$ cat src/hdl/lkv_pkg.sv
// Package for the LRU key/value cache: sizes, operation codes, payload and cell control types.
// Used by lkv_cell and lru_key_value_cache_unit.
package lkv_pkg;

	localparam int ENTRIES     = 16;
	localparam int KEY_WIDTH   = 32;
	localparam int VALUE_WIDTH = 32;

	localparam int CNT_W  = $clog2(ENTRIES + 1);
	localparam int CAP_W  = 5;
	localparam int OCC_W  = 5;
	localparam int DATA_W = 32;
	localparam int CMP_W  = (CNT_W > CAP_W) ? CNT_W : CAP_W;
	localparam int ADDR_W = 3;

	localparam logic [CAP_W-1:0] CAP_RESET    = 5'd16;
	localparam logic             REG_CAPACITY = 1'b0;
	localparam logic [DATA_W-1:0] CNT_MAX     = '1;

	typedef enum logic [1:0] {
		OP_GET      = 2'd0,
		OP_PUT      = 2'd1,
		OP_CONTAINS = 2'd2,
		OP_CLEAR    = 2'd3
	} op_kind_t;

	typedef struct packed {
		op_kind_t            kind;
		logic [DATA_W-1:0]   key;
		logic [DATA_W-1:0]   value;
	} req_t;

	typedef struct packed {
		logic                found;
		logic [DATA_W-1:0]   read_value;
		logic [OCC_W-1:0]    occupancy;
		logic [DATA_W-1:0]   hit_count;
		logic [DATA_W-1:0]   miss_count;
	} rsp_t;

	typedef struct packed {
		logic update;
		logic shift;
		logic valid_next;
	} cell_ctrl_t;

endpackage

$ cat src/hdl/lkv_cell.sv
// One slot of the recency row: key, value and valid bit, with its key compare.
// Depends on lkv_pkg; chained to its neighbors by lru_key_value_cache_unit.
module lkv_cell (
	input  logic                             clk,
	input  logic                             arst_n,
	input  lkv_pkg::cell_ctrl_t              ctrl,
	input  logic [lkv_pkg::KEY_WIDTH-1:0]    lookup_key,
	input  logic [lkv_pkg::KEY_WIDTH-1:0]    prev_key,
	input  logic [lkv_pkg::VALUE_WIDTH-1:0]  prev_value,
	input  logic                             hit_up_in,
	input  logic [lkv_pkg::VALUE_WIDTH-1:0]  sel_value_in,
	output logic [lkv_pkg::KEY_WIDTH-1:0]    key,
	output logic [lkv_pkg::VALUE_WIDTH-1:0]  value,
	output logic                             hit,
	output logic                             hit_up_out,
	output logic [lkv_pkg::VALUE_WIDTH-1:0]  sel_value_out,
	output logic                             valid
);
	import lkv_pkg::*;

	logic [KEY_WIDTH-1:0]   key_q;
	logic [VALUE_WIDTH-1:0] value_q;
	logic                   valid_q;

	assign key           = key_q;
	assign value         = value_q;
	assign valid         = valid_q;
	assign hit           = valid_q && (key_q == lookup_key);
	assign hit_up_out    = hit | hit_up_in;
	assign sel_value_out = (hit ? value_q : '0) | sel_value_in;

	always_ff @(posedge clk) begin
		if (ctrl.shift) begin
			key_q   <= prev_key;
			value_q <= prev_value;
		end
	end

	always_ff @(posedge clk or negedge arst_n) begin
		if (!arst_n) begin
			valid_q <= 1'b0;
		end else if (ctrl.update) begin
			valid_q <= ctrl.valid_next;
		end
	end

endmodule

$ cat src/hdl/lru_key_value_cache_unit.sv
// Top level of the fully associative LRU key/value cache: request/response channels,
// APB capacity register, occupancy and hit/miss counters. Depends on lkv_pkg and lkv_cell.
//
// Usage:
//   Requests (req) carry kind, key and value: get, put, contains or clear.
//   Each transfer yields exactly one response (rsp) with found, read_value,
//   occupancy and the saturating hit and miss counts.
//   The entries sit in a row of cells, most recent first. All cells compare
//   the key at once; a move to front or an insert shifts the row by one slot.
//   Latency: the response is valid in the cycle after the request transfer.
//   Throughput: one item per cycle while responses are taken, set by the combinational key
//   compare and one-step shift of the cell row; the response register frees req_ready
//   in the same cycle as the response is taken.
//   A stalled response holds and blocks further requests until taken.
//   Reset empties the store, zeroes the counters and sets capacity to 16.
//   Capacity sits at byte address 0; the user must write it only while idle (not enforced by the block).
module lru_key_value_cache_unit (
	input  logic                        clk,
	input  logic                        arst_n,
	input  logic                        req_valid,
	output logic                        req_ready,
	input  lkv_pkg::req_t               req,
	output logic                        rsp_valid,
	input  logic                        rsp_ready,
	output lkv_pkg::rsp_t               rsp,
	input  logic                        psel,
	input  logic                        penable,
	input  logic                        pwrite,
	input  logic [lkv_pkg::ADDR_W-1:0]  paddr,
	input  logic [lkv_pkg::DATA_W-1:0]  pwdata,
	output logic [lkv_pkg::DATA_W-1:0]  prdata,
	output logic                        pready
);
	import lkv_pkg::*;

	logic [CAP_W-1:0]  cap_q;
	logic [CNT_W-1:0]  count_q;
	logic [DATA_W-1:0] hit_q;
	logic [DATA_W-1:0] miss_q;
	logic              rsp_valid_q;
	rsp_t              rsp_q;

	logic                   accept;
	logic [KEY_WIDTH-1:0]   lookup_key;
	logic [VALUE_WIDTH-1:0] front_value;
	logic                   any_hit;
	logic [CMP_W-1:0]       cap_w;
	logic [CMP_W-1:0]       eff_cap;
	logic [CMP_W-1:0]       count_w;
	logic [CMP_W-1:0]       keep_cnt;
	logic [CNT_W-1:0]       next_count;
	logic                   hit_shift;
	logic                   ins_shift;

	logic [KEY_WIDTH-1:0]   key_vec   [ENTRIES];
	logic [VALUE_WIDTH-1:0] value_vec [ENTRIES];
	logic                   hit_up    [ENTRIES+1];
	logic [VALUE_WIDTH-1:0] sel_val   [ENTRIES+1];
	logic [ENTRIES-1:0]     hit_vec;
	logic [ENTRIES-1:0]     valid_vec;

	assign req_ready  = !rsp_valid_q || rsp_ready;
	assign accept     = req_valid && req_ready;
	assign rsp_valid  = rsp_valid_q;
	assign rsp        = rsp_q;
	assign lookup_key = KEY_WIDTH'(req.key);
	assign any_hit    = hit_up[0];

	assign hit_up[ENTRIES]  = 1'b0;
	assign sel_val[ENTRIES] = '0;

	assign front_value = (req.kind == OP_PUT) ? VALUE_WIDTH'(req.value) : sel_val[0];

	always_comb begin
		cap_w   = CMP_W'(cap_q);
		count_w = CMP_W'(count_q);
		eff_cap = cap_w;
		if (cap_w == '0) begin
			eff_cap = CMP_W'(1);
		end else if (cap_w > CMP_W'(ENTRIES)) begin
			eff_cap = CMP_W'(ENTRIES);
		end
		keep_cnt = (count_w >= eff_cap) ? (eff_cap - CMP_W'(1)) : count_w;
	end

	always_comb begin
		hit_shift  = 1'b0;
		ins_shift  = 1'b0;
		next_count = count_q;
		case (req.kind)
			OP_GET: begin
				hit_shift = any_hit;
			end
			OP_PUT: begin
				hit_shift = any_hit;
				ins_shift = !any_hit;
				if (!any_hit) begin
					next_count = CNT_W'(keep_cnt + CMP_W'(1));
				end
			end
			OP_CONTAINS: begin
				next_count = count_q;
			end
			OP_CLEAR: begin
				next_count = '0;
			end
			default: begin
				next_count = count_q;
			end
		endcase
	end

	for (genvar i = 0; i < ENTRIES; i++) begin : g_cell
		cell_ctrl_t             ctrl;
		logic [KEY_WIDTH-1:0]   prev_key;
		logic [VALUE_WIDTH-1:0] prev_value;

		assign ctrl.update     = accept;
		assign ctrl.shift      = accept && ((hit_shift && hit_up[i])
			|| (ins_shift && (CMP_W'(i) <= keep_cnt)));
		assign ctrl.valid_next = CNT_W'(i) < next_count;

		if (i == 0) begin : g_head
			assign prev_key   = lookup_key;
			assign prev_value = front_value;
		end else begin : g_body
			assign prev_key   = key_vec[i-1];
			assign prev_value = value_vec[i-1];
		end

		lkv_cell u_cell (
			.clk           (clk),
			.arst_n        (arst_n),
			.ctrl          (ctrl),
			.lookup_key    (lookup_key),
			.prev_key      (prev_key),
			.prev_value    (prev_value),
			.hit_up_in     (hit_up[i+1]),
			.sel_value_in  (sel_val[i+1]),
			.key           (key_vec[i]),
			.value         (value_vec[i]),
			.hit           (hit_vec[i]),
			.hit_up_out    (hit_up[i]),
			.sel_value_out (sel_val[i]),
			.valid         (valid_vec[i])
		);
	end

	always_ff @(posedge clk or negedge arst_n) begin
		if (!arst_n) begin
			count_q     <= '0;
			hit_q       <= '0;
			miss_q      <= '0;
			rsp_valid_q <= 1'b0;
		end else begin
			if (accept) begin
				count_q     <= next_count;
				rsp_valid_q <= 1'b1;
				case (req.kind)
					OP_GET: begin
						if (any_hit && hit_q != CNT_MAX) begin
							hit_q <= hit_q + DATA_W'(1);
						end
						if (!any_hit && miss_q != CNT_MAX) begin
							miss_q <= miss_q + DATA_W'(1);
						end
					end
					OP_CLEAR: begin
						hit_q  <= '0;
						miss_q <= '0;
					end
					default: begin
						hit_q <= hit_q;
					end
				endcase
			end else if (rsp_ready) begin
				rsp_valid_q <= 1'b0;
			end
		end
	end

	always_ff @(posedge clk) begin
		if (accept) begin
			rsp_q.found      <= any_hit && (req.kind == OP_GET || req.kind == OP_CONTAINS);
			rsp_q.read_value <= (any_hit && req.kind == OP_GET) ? DATA_W'(sel_val[0]) : '0;
			rsp_q.occupancy  <= OCC_W'(next_count);
			rsp_q.hit_count  <= (req.kind == OP_CLEAR) ? '0 :
				((req.kind == OP_GET && any_hit && hit_q != CNT_MAX) ? hit_q + DATA_W'(1) : hit_q);
			rsp_q.miss_count <= (req.kind == OP_CLEAR) ? '0 :
				((req.kind == OP_GET && !any_hit && miss_q != CNT_MAX) ?
					miss_q + DATA_W'(1) : miss_q);
		end
	end

	always_ff @(posedge clk or negedge arst_n) begin
		if (!arst_n) begin
			cap_q <= CAP_RESET;
		end else if (psel && penable && pwrite && pready && paddr[2] == REG_CAPACITY) begin
			cap_q <= pwdata[CAP_W-1:0];
		end
	end

	assign pready = 1'b1;
	assign prdata = (paddr[2] == REG_CAPACITY) ? DATA_W'(cap_q) : '0;

`ifndef SYNTH
	a_valid_matches_count: assert property (@(posedge clk) disable iff (!arst_n)
		$countones(valid_vec) == int'(count_q))
		else $error("valid bits disagree with occupancy");

	a_hit_onehot: assert property (@(posedge clk) disable iff (!arst_n)
		$onehot0(hit_vec))
		else $error("key matched in more than one slot");

	a_count_bound: assert property (@(posedge clk) disable iff (!arst_n)
		int'(count_q) <= ENTRIES)
		else $error("occupancy above entry count");

	a_hit_advance: assert property (@(posedge clk) disable iff (!arst_n)
		(accept && req.kind == OP_GET && any_hit && hit_q != CNT_MAX)
		|=> (hit_q == $past(hit_q) + DATA_W'(1)))
		else $error("hit counter did not advance");
`endif

endmodule

$ cat config.mk
export PLATFORM = sky130hd
export DESIGN_NAME = lru_key_value_cache_unit
export DESIGN_NICKNAME = d
export VERILOG_FILES = /design/src/hdl/lkv_pkg.sv /design/src/hdl/lkv_cell.sv /design/src/hdl/lru_key_value_cache_unit.sv
export SDC_FILE = /design/constraint.sdc
export NUM_CORES = 2
export LEC_CHECK = 0
export ABC_AREA = 1
export ABC_CLOCK_PERIOD_IN_PS = 14100
export BUFFER_PORTS_ARGS = -buffer_cell sky130_fd_sc_hd__buf_2
export CAP_MARGIN = 20
export CORE_AREA = 4 4 457 459
export DETAILED_ROUTE_END_ITERATION = 12
export DIE_AREA = 0 0 461 463
export HOLD_SLACK_MARGIN = 0.05
export MAX_ROUTING_LAYER = met4
export PLACE_DENSITY = 0.46
export SKIP_CTS_REPAIR_TIMING = 1
export SLEW_MARGIN = 30
export SYNTH_ARGS = -nofsm -noshare
export SYNTH_HDL_FRONTEND = slang
export SYNTH_SLANG_ARGS = --single-unit
$ cat constraint.sdc
create_clock -name clk -period 14.1 [get_ports clk]
set_input_delay 4.23 -clock clk [delete_from_list [all_inputs] [get_ports clk]]
set_output_delay 4.23 -clock clk [all_outputs]
set_load 0.1 [all_outputs]
Yosys cells after proc, flatten, opt, wreduce, memory -nomap -nowiden
Cells that the tools add are included.
- word-level logic and storage cells: 285
- flip-flop bits (word level): 1217
- reduce and logical (&&, ||, !) cells: 102
- equal/unequal tests: 23
- mux-type cells: 33
- bitwise logic cells: 31
- $add $sub $neg: 4
- magnitude comparators: 34
- operators by type and width (kind ; count):
    32-bit two-way mux ; 21
    32-bit equality test ; 16
    32-bit bitwise OR ; 15
    32-bit case mux with 2 select lines ; 2
    1-bit logical AND ; 75
    32-bit by 1-bit adder with 32-bit output (second input constant) ; 2
    32-bit inequality test (second input constant) ; 2
    4-bit by 5-bit less-or-equal comparator with 1-bit output (first input constant) ; 8
    4-bit by 5-bit < comparator with 1-bit output (first input constant) ; 8
    5-bit two-way mux ; 5
    3-bit by 5-bit less-or-equal comparator with 1-bit output (first input constant) ; 4
    3-bit by 5-bit < comparator with 1-bit output (first input constant) ; 4
    1-bit logical OR ; 18
    1-bit bitwise OR ; 15
    1-bit by 5-bit less-or-equal comparator with 1-bit output (first input constant) ; 2
    2-bit by 5-bit less-or-equal comparator with 1-bit output (first input constant) ; 2
    1-bit by 5-bit < comparator with 1-bit output (first input constant) ; 2
    2-bit by 5-bit < comparator with 1-bit output (first input constant) ; 2
    5-bit case mux with 2 select lines ; 1
    3-bit AND reduction ; 2
    5-bit by 1-bit adder with 5-bit output (second input constant) ; 1
    5-bit greater-or-equal comparator ; 1
    5-bit greater-than comparator (second input constant) ; 1
    5-bit zero test ; 1
    other kinds (10) ; 17

Longest topological paths before layout
- depth after elaboration: 22
- depth in mapped cells: 27
- mapped depth without buffers: 26

Cells and area by module
From an unflattened synthesis, not the netlist that was laid out.
- cell total of the unflattened synthesis: 7005
- area total of the unflattened synthesis: 63199.4 µm²
- by module, submodules not included (module ; cells an instance ; instances ; area each (µm²) ; seq. area each (µm²)):
    lkv_cell ; 367 ; 16 ; 3331.9 ; 1946.9
    lru_key_value_cache_unit ; 1133 ; 1 ; 9888.2 ; 4941.0

Worst setup path before layout
OpenSTA, ideal clock, no wires.
- path type: input to register
- from: in req[38] (netlist bit)
- to: reg g_cell[8].u_cell.key_q[0], enable pin
- path slack: 3.609 ns
- buffers on the path: 3
- cell stages on the path: 22
- data required time: 13.576 ns
- arrival: 9.966 ns
- cell sequence: buf_4 -> inv_2 -> buf_4 -> nand2_1 -> o21ai_0 -> nor2_1 -> nand2_1 -> nor2_1 -> nand3_1 -> nor2_2 -> nor2_1 -> nand4_1 -> nor2_1 -> nand4_1 -> nor2_1 -> nand4_2 -> nor2_4 -> nand3_4 -> nor2_1 -> buf_2 -> nand3_1 -> a31oi_1
- RTL lines (item ; RTL line ; RTL):
    start, declared ; lru_key_value_cache_unit.sv:22 ; input lkv_pkg::req_t req,
    end signal, assigned ; lkv_cell.sv:34 ; key_q <= prev_key;
    end, declared ; lkv_cell.sv:21 ; logic [KEY_WIDTH-1:0] key_q;

==> impl_metrics.yaml <==
critical_path:
  reg2reg_depth: 17
  reg2reg_slack_ns: 8.08
  critPathArrivalTime_ns: 10.48
  cp-end-kind: "flop"
  required_ns: 14.53
  r2r-end: "g_cell[5].u_cell.key[17]$_DFFE_PP_"
  cp_num_buf_inv: 3
  critPathMaxFanout: 32
  slowest_stage: "a21oi_4"
  critical_path_class: "input pin to flop"
  critPathLaunchType: "input pin"
  cp_top_family: "simple AND/OR/NAND/NOR gates"
  crit_path_cell_trace: "buf_2, inv_1, or2_2, nand4_1, nor3b_1, nand3_1, nand4_1, nor2_1, nand4_1, nor2_1, nand4_2, nor2_4, nand3_4, nor2_1, nand2_1, a21oi_4, buf_4"
  r2r_start: "g_cell[10].u_cell.key[0]$_DFFE_PP_"
  cpPeakStageDelay_ns: 0.87
timing:
  final_max_slew_viol_count: 0
  fin_crit_sh_pct: 71.3
  slew_headroom_pct: 32.2
  clock_skew_ns: 0.0481
  fin_setup_tns_ns: 0
  min_period_ns: 10.05
  hold_viol: 0
  layout_setup_ws_ns: 4.05
  setup_viol: 0
  fmax_ghz: 0.0995
  rsz0062_at_grt: "false"
  worst_slew_pin_slew_ns: 1.01
synthesis:
  syn_avg_cell_area_um2: 12.6
  syn_inst: 4061
  netlist_area_um2: 51000
  synth_cell_types: 65
  synth-seq-cells: 1216
  ys_seq_area_share_pct: 70.7
  synth_edf_count: 1126
  ys.flop_type: "edfxtp_1"
  postSynth.asyncResetShare_pct: 7.40
  synth_warnings: 0
cells_and_area:
  fill_cells: 20900
  layout_commonest_cell: "edfxtp_1"
  layout_common_cells: "edfxtp_1 (1126), nand2_1 (763), inv_1 (311), nor2_1 (266), o21ai_0 (209)"
  fin_util_pct: 29.2
  regArea_um2: 36100
  syn_to_final_growth_pct: 16.8
  multiInputGateArea_um2: 12900
  drive_gt1_share_pct: 13.1
  layout.nets: 4411
outcome:
  status: "complete, no violations"
floorplan:
  die-area_um2: 213000
  row_count: 166
  io_pins: 245
  start_util_pct: 25.0
  fp.dieH_um: 463
  die_w_um: 461
  core_um2: 204000
clock_tree:
  cts_made_buffers: 141
  clock_latency_ns: 0.80
  clk_pin_slew_ns: 0.06
  cts.path.max_buffers: 3
  root_buffer: "clkbuf_16"
  cts_tree: "yes"
  clkSinkCount: 1216
  htreeDepth: 4
placed_design:
  pre_cts_ws_ns: 3.28
  gp_congestion: 0.847
  dp_hpwl_mm: 112
  numPortBuffers: 187
global_route:
  grt_overflow: 0
  grt_first_pass_wirelength_mm: 249
  antenna_found_initial: 12
  grt_use_total_pct: 16.7
  grt_pass1_vias: 33500
  grt_max_degree: 70
detailed_routing:
  vias: 34100
  wl_per_cell_um: 25.2
  wl_mm: 179
  drc_errors: 0
  drtIter0Drc: 3860
  vias_per_cell: 4.80
  ant_nets: 0
  dr.pass1.iters: 5
power:
  vdd_drop_max_mv: 0.130
  powerDensity_nw_per_um2: 154
  p_leak_nw: 20.9
min_path:
  min_from: "g_cell[4].u_cell.value[27]$_DFFE_PP_"
  hp-class: "flop to flop"
  hold_path_depth: 0
  hold_path_end: "g_cell[5].u_cell.value[27]$_DFFE_PP_"
flow_run:
  max_cap_violations: 0
metrics by stage:
stage / cells / power, mW / hold slack (ns) / instance area (um^2)
after detailed placement: 6837 / 5.71 / 0.432 / 55200
after CTS: 7090 / 9.30 / 0.430 / 59600
after global placement: 6836 / 5.71 / 0.428 / 55100
final: 7095 / 9.21 / 0.439 / 59600
after global routing: 7093 / 9.56 / 0.439 / 59600
after floorplan: 4087 / 5.26 / 0.426 / 51100
worst max-delay path by stage:
stage	startpoint	end	slack (ns)	cells after the start
3_3_place_gp	req[33]	g_cell[10].u_cell.value[4]$_DFFE_PP_	3.41	17
3_5_place_dp	req[33]	g_cell[5].u_cell.key[7]$_DFFE_PP_	3.28	17
4_1_cts	req[33]	g_cell[5].u_cell.key[9]$_DFFE_PP_	4.14	17
2_1_floorplan	req[38]	g_cell[8].u_cell.key[0]$_DFFE_PP_	3.61	22
5_1_grt	req[33]	g_cell[5].u_cell.key[5]$_DFFE_PP_	3.89	17
6_report	req[33]	g_cell[5].u_cell.key[17]$_DFFE_PP_	4.05	17
worst register-to-register path, cell delays in order, from the launching register on:
cell and delay, ns:
edfxtp_1 0.50, xnor2_1 0.18, nand4_1 0.14, nor4_1 0.41, nand3_1 0.24, nor2_4 0.13
buf_4 0.57, nor2_1 0.19, nand4_1 0.15, nor2_1 0.12, nand4_2 0.21, nor2_4 0.10
nand3_4 0.15, inv_2 0.08, nor2_1 0.69, o21ai_0 0.33, a21oi_4 0.87, buf_4 0.57
report_power, final:
| group | internal (mW) | switching (mW) |
|---|---|---|
| Combinational | 0.226 | 0.852 |
| Clock | 1.98 | 1.58 |
| Sequential | 4.35 | 0.222 |
flip-flops by register name (all words and copies together) (netlist names):
signal / cells
rsp: 102
cap_q: 5
count_q: 5
g_cell.u_cell.value: 512
rsp_valid: 1
g_cell.u_cell.valid: 15
hit_q: 32
miss_q: 32
g_cell.u_cell.key: 512
synth_stat cells, types with 12 or more instances:
library cell  count  share of area (%)
xnor2_1          79                1.4
buf_4            61               0.90
o21ai_0         209                2.0
a221oi_1         69                1.2
nor3_1           35               0.34
inv_2            18               0.13
o211ai_1         16               0.24
nor2_1          266                2.0
o21ai_1          45               0.44
xor2_1           91                1.6
edfxtp_1       1126                 66
a221o_1          12               0.24
nand4_1         112                1.4
nor4_1           58               0.71
a22o_1          143                2.5
o2111ai_1        26               0.45
a21oi_1          68               0.67
clkbuf_1         76               0.56
dfrtp_1          89                4.4
inv_1           324                2.4
buf_2            51               0.50
o22ai_1          64               0.78
or2_2            45               0.55
nand2_1         764                5.6
nand3_1          80               0.78
kinds of logic after synthesis:
kind of cell / share of synthesized area (%)
and+or+nand+nor: 12.3
DFF: 70.7
AOI/OAI and AO/OA: 9.14
buffers and inverters: 4.67
xor gates and xnor gates: 2.92
adders and majority gates: 0.270
other: 0.0147
layout make-up:
class,count,share of cell area [%]
multi-input cells,2325,21.6
inverters,347,2.20
flip-flops and latches,1216,60.5
clock inverters,81,1.33
diodes,5,0.0210
well taps,2688,5.64
repair buffers,261,2.55
clock buffers,172,6.11
layer usage:
layer / vias to the layer above / share of wire (%) / routed length (um) / global-route usage (%)
met5: - / 0 / 0 / -
met2: 1597 / 46 / 81500 / 25.6
met1: 17100 / 43 / 77000 / 22.0
met4: 0 / 3.2 / 5690 / 5.54
li1: 15100 / - / - / -
met3: 290 / 8.2 / 14600 / 3.65
No activity file was read; power rests on OpenSTA's default activity.
